--- src/design/agga_pkg.sv ---
package agga_pkg;
   localparam int MaxLen = 256;
   localparam int LenW = $clog2(MaxLen + 1);
   localparam int IdxW = $clog2(MaxLen);
   localparam int ScoreW = 24;
   localparam int PtrDepth = (MaxLen + 1) * (MaxLen + 1);
   localparam int PtrW = $clog2(PtrDepth);
   localparam logic [7:0] GapChar = 8'd45;
   localparam logic signed [ScoreW-1:0] ScoreHi = {1'b0, {(ScoreW-1){1'b1}}};
   localparam logic signed [ScoreW-1:0] ScoreLo = {1'b1, {(ScoreW-1){1'b0}}};

   typedef enum logic [2:0] {
      REQ_CLEAR = 3'd0, REQ_SRC = 3'd1, REQ_TXT = 3'd2, REQ_COMPUTE = 3'd3, REQ_NEXT = 3'd4
   } req_code_type;

   typedef enum logic [2:0] {
      ST_OK = 3'd0, ST_FULL = 3'd1, ST_NONLETTER = 3'd2, ST_NOT_COMPUTED = 3'd3,
      ST_FINISHED = 3'd4
   } status_type;

   typedef enum logic [1:0] {
      DIR_LEFT = 2'd0, DIR_UP = 2'd1, DIR_DIAG = 2'd2
   } dir_type;

   typedef enum logic [1:0] {
      CSR_OPEN = 2'd0, CSR_EXTEND = 2'd1, CSR_MATCH = 2'd2, CSR_MISMATCH = 2'd3
   } csr_index_type;

   typedef enum logic [3:0] {
      S_IDLE, S_EDGE, S_ROW, S_RD, S_CELL, S_WB, S_DONE, S_TRD, S_TDIR, S_TSYM, S_RESP
   } state_type;

   // cell operands and results between sequencer and cell unit
   typedef struct packed {
      logic signed [ScoreW-1:0] diag;
      logic signed [ScoreW-1:0] up;
      logic signed [ScoreW-1:0] vgap;
      logic signed [ScoreW-1:0] left;
      logic signed [ScoreW-1:0] hgap;
      logic                     equal;
   } cell_in_type;

   typedef struct packed {
      logic signed [ScoreW-1:0] best;
      logic signed [ScoreW-1:0] vgap;
      logic signed [ScoreW-1:0] hgap;
      dir_type                  dir;
   } cell_out_type;

   function automatic logic signed [ScoreW-1:0] sat_add(input logic signed [ScoreW+1:0] v);
      if (v > ScoreW'(ScoreHi) && v > $signed({3'b000, ScoreHi[ScoreW-2:0]}))
         return ScoreHi;
      if (v < $signed({{3{1'b1}}, ScoreLo[ScoreW-2:0]}))
         return ScoreLo;
      return v[ScoreW-1:0];
   endfunction

   function automatic logic is_letter(input logic [7:0] c);
      logic [7:0] l;
      l = c | 8'h20;
      return (l >= 8'h61) && (l <= 8'h7a);
   endfunction
endpackage

--- src/design/agga_cell.sv ---
module agga_cell (
   input  logic                 clock,
   input  logic                 en,
   input  logic [9:0]           gap_open,
   input  logic [9:0]           gap_extend,
   input  logic signed [9:0]    match_score,
   input  logic signed [9:0]    mismatch_score,
   input  agga_pkg::cell_in_type  cin,
   output agga_pkg::cell_out_type cout
);
   import agga_pkg::*;

   logic signed [ScoreW+1:0] ex, oe;
   logic signed [ScoreW-1:0] g, fu, fv, f, eu, ev, e, v;
   dir_type d;
   cell_out_type cout_ff;

   always_comb begin
      ex = $signed({{(ScoreW-8){1'b0}}, gap_extend});
      oe = $signed({{(ScoreW-8){1'b0}}, gap_open}) + ex;
      g  = sat_add((ScoreW+2)'(cin.diag) +
                   (ScoreW+2)'(cin.equal ? match_score : mismatch_score));
      fu = sat_add((ScoreW+2)'(cin.vgap) - ex);
      fv = sat_add((ScoreW+2)'(cin.up) - oe);
      f  = (fu > fv) ? fu : fv;
      eu = sat_add((ScoreW+2)'(cin.hgap) - ex);
      ev = sat_add((ScoreW+2)'(cin.left) - oe);
      e  = (eu > ev) ? eu : ev;
      if (g >= f) v = (g >= e) ? g : e;
      else v = (f >= e) ? f : e;
      if (v == f) d = DIR_UP;
      else if (v == e) d = DIR_LEFT;
      else d = DIR_DIAG;
   end

   always_ff @(posedge clock) begin
      if (en) cout_ff <= '{best: v, vgap: f, hgap: e, dir: d};
   end

   assign cout = cout_ff;
endmodule

--- config.mk ---
export PLATFORM = sky130hd
export DESIGN_NAME = agga_cell
export DESIGN_NICKNAME = d
export VERILOG_FILES = /design/src/design/agga_pkg.sv /design/src/design/agga_cell.sv
export SDC_FILE = /design/constraint.sdc
export NUM_CORES = 1
export LEC_CHECK = 0
export ABC_AREA = 1
export BUFFER_PORTS_ARGS = -buffer_cell sky130_fd_sc_hd__buf_2
export CAP_MARGIN = 0
export CELL_PAD_IN_SITES_DETAIL_PLACEMENT = 1
export CELL_PAD_IN_SITES_GLOBAL_PLACEMENT = 2
export CORE_ASPECT_RATIO = 2
export CORE_MARGIN = 2
export CORE_UTILIZATION = 32
export DETAILED_ROUTE_END_ITERATION = 6
export PLACE_DENSITY_LB_ADDON = 0.15
export RECOVER_POWER = 50
export SLEW_MARGIN = 20
export SYNTH_ARGS = -nofsm -noshare
export SYNTH_HDL_FRONTEND = slang
export SYNTH_SLANG_ARGS = --single-unit
--- constraint.sdc ---
create_clock -name clock -period 10.6 [get_ports clock]
set_input_delay 1.06 -clock clock [delete_from_list [all_inputs] [get_ports clock]]
set_output_delay 1.06 -clock clock [all_outputs]
set_load 0.01 [all_outputs]
==> impl_metrics.ini <==
[placed_design]
portBuffers = 236
place_hpwl_um = 46330
place.gp.congestion = 0.8901
pre_cts_ws_ns = -0.1711
dp_cells = 2788
postPlaceCellArea_mm2 = 0.01532

[worst_setup_path]
cp_max_fo = 24
max_stage_delay_ns = 0.39
cp-end-kind = flip-flop
worst-setup-path-type = in -> reg
critPathRequiredTime_ns = 10.71
crit_path_start_kind = input pin
critPathSlowestCell = fa_1
crit_top_cell = nand2_1
critPathArrivalTime_ns = 9.93

[power]
p_leak_nw = 8.038
pwr-share-clk_pct = 9.6
ir_worst_vdd_mv = 0.1118
fin_total_pwr_mw = 3.269
netSwitchingFraction_pct = 54.72
internal-power_mw = 1.480
power_density_mw_per_mm2 = 206.1
power_frac_comb_pct = 75.6
power.switching_mw = 1.789
seq_power_share_pct = 14.8

[finish]
final_layout_size_suffix_gt1_share_pct = 18.14
diodes = 0
stdcell_count = 2823
nets = 2639
final_util_pct = 38.95
area_growth_syn_to_layout_pct = 20.62
largest_reg_flops = 74
fin_area_mm2 = 0.01586
fillerInstances = 5424

[sta]
max_slew.worst_pin.slew_ns = 4.198
timing.final.crit_share_pct = 92.65
slew_headroom_pct = -179.9
whs_ns = 1.448
setup_slack_ns = 0.7791
slew_viol_final = 75
min_period_ns = 9.821
fin_tns_setup_ns = 0
clock.fmax_ghz = 0.1018
hold_viol = 0
setup_viol = 0

[route]
wl_per_cell_um = 19.32
initialDrtViolationCount = 518
viasPerCell = 5.132
totalWireLength_um = 54540
drc_errors = 0
via_count = 14488
antenna_left = 0
drt_pre_antenna_iters = 5

[floorplan]
core_area_mm2 = 0.04073
initial_utilization_pct = 32.29
row_count = 105
die_h_um = 290.7
die_area_mm2 = 0.04283
fp.dieW_um = 147.3
io_pins = 237

[clocking]
cts_sinks = 74
ctsHoldBuffers = 0
cts_buffers = 9
path_clk_slew_ns = 0.07
root_buffer = clkbuf_16
cts_tree = built
htree_levels = 3
clockBufferDepth = 2

[global_route]
first_global_vias = 14953
grt_max_degree = 75
antenna_found_initial = 0
grt_pass1_wl_um = 83730
grt_remaining_overflow = 0
grt.total_usage_pct = 25.02

[yosys]
post-synth-top-area-cell = ha_1
synth_warnings = 0
synth_top_area_share_pct = 17.79
synth_area_mm2 = 0.01315
avgSynthCellArea_um2 = 6.601
yosys-top-cells-area = ha_1 18%, edfxtp_1 17%, nand2_1 15%, inv_1 6.9%, nand3_1 5.4%
synth_fp_nets = 2348
synth_cells = 1992
synth_seq_cells = 74
yosysUniqueCellTypes = 54
yosysSeqAreaShare_pct = 16.90

[min_path]
min_path_type = in -> reg

[outcome]
status = finished, violations left
violations = capacitance limit, slew limit

[run]
max_cap_viol_count = 1
path summary, 6_finish.rpt:
| path | startpoint | to | slack [ns] | depth (start not counted) |
|---|---|---|---|---|
| worst min-delay path | cin[38] | cout[15]$_DFFE_PP_ | 1.45 | 4 |
| worst max-delay path | gap_extend[0] | cout[1]$_SDFFCE_PN0P_ | 0.78 | 64 |
placed cells by master (no fill, tap or decap), drive strengths merged:
master,n
ha,187
a31oi,6
edfxtp,74
fa,6
clkinv,4
o31ai,1
a21boi,5
o21ai,122
and3,2
nand4,53
xnor2,41
buf,276
o21bai,3
and2,2
nor2,164
xor2,62
nand3,169
clkbuf,49
o2111ai,1
mux2,10
o21a,5
nor3b,1
inv,256
o221a,1
clkinvlp,2
o221ai,4
nand2,541
or2,17
a211oi,7
o211ai,30
nor4,11
a21oi,128
a221oi,1
nor3,26
o41ai,1
a21o,5
nand3b,15
what timing repair did:
action,in CTS,in global routing
setup endpoints to repair,0,26
resized for setup,0,30
setup buffers,0,16
per-layer routing:
metal | vias to the layer above | part of all wire, % | global-route usage, %
met3 | 56 | 3.0 | 1.962
met5 | - | 0 | 0
li1 | 7315 | - | -
met2 | 296 | 52 | 47.41
met4 | 0 | 2.0 | 5.206
met1 | 6821 | 43 | 30.46
Yosys cell counts, drive strengths merged:
| cell type | number |
|---|---|
| a21oi | 128 |
| and3 | 2 |
| ha | 187 |
| o221ai | 4 |
| mux2 | 10 |
| and2 | 2 |
| xor2 | 62 |
| o21a | 5 |
| o2111ai | 1 |
| o221a | 1 |
| o31ai | 1 |
| a21o | 5 |
| o21bai | 3 |
| a221oi | 1 |
| a31oi | 6 |
| o211ai | 30 |
| a21boi | 5 |
| inv | 252 |
| clkbuf | 22 |
| nand4 | 53 |
| xnor2 | 41 |
| nand3 | 167 |
| nor3b | 1 |
| a211oi | 7 |
| nand2 | 541 |
| o21ai | 122 |
| nand3b | 15 |
| buf | 16 |
| o41ai | 1 |
| or2 | 17 |
| clkinv | 3 |
| nor3 | 26 |
| nor4 | 11 |
| nor2 | 164 |
| fa | 6 |
| edfxtp | 74 |
area by class of cell:
| class | instances | area (um^2) | area share [%] |
|---|---|---|---|
| clock buffers | 9 | 225.2 | 1.420 |
| clock inverters | 7 | 68.82 | 0.4339 |
| inverters | 255 | 967.2 | 6.098 |
| multi-input cells | 1627 | 9918 | 62.53 |
| flip-flops and latches | 74 | 2222 | 14.01 |
| well taps | 535 | 669.4 | 4.220 |
| repair buffers | 316 | 1790 | 11.29 |
power by group through the flow:
stage / logic (mW) / registers, mW / clock network [mW]
2_1_floorplan: 1.53 / 0.528 / 0
3_3_place_gp: 2.37 / 0.489 / 0
3_5_place_dp: 2.39 / 0.487 / 0
4_1_cts: 2.41 / 0.484 / 0.321
5_1_grt: 2.78 / 0.495 / 0.333
6_report: 2.47 / 0.485 / 0.313
cell families (layout without fill, tap and decap cells):
kind of cell	Yosys count	after routing	share of synthesized area [%]
flops	74	74	16.90
buf+inv	293	587	8.620
fa+ha+maj	193	193	18.71
mux	10	10	0.8563
xor+xnor	103	103	6.860
compound gates	320	320	13.73
simple gates	999	1001	34.33
critical path: cells and delay by family:
kind                       cells  cell delay (ns)
buffers and inverters         13             1.46
AOI/OAI and AO/OA              4             0.44
and+or+nand+nor               40             4.92
adders and majority gates      5             1.59
xor gates and xnor gates       2             0.47
Note: power is estimated with default switching activity, not from simulation.
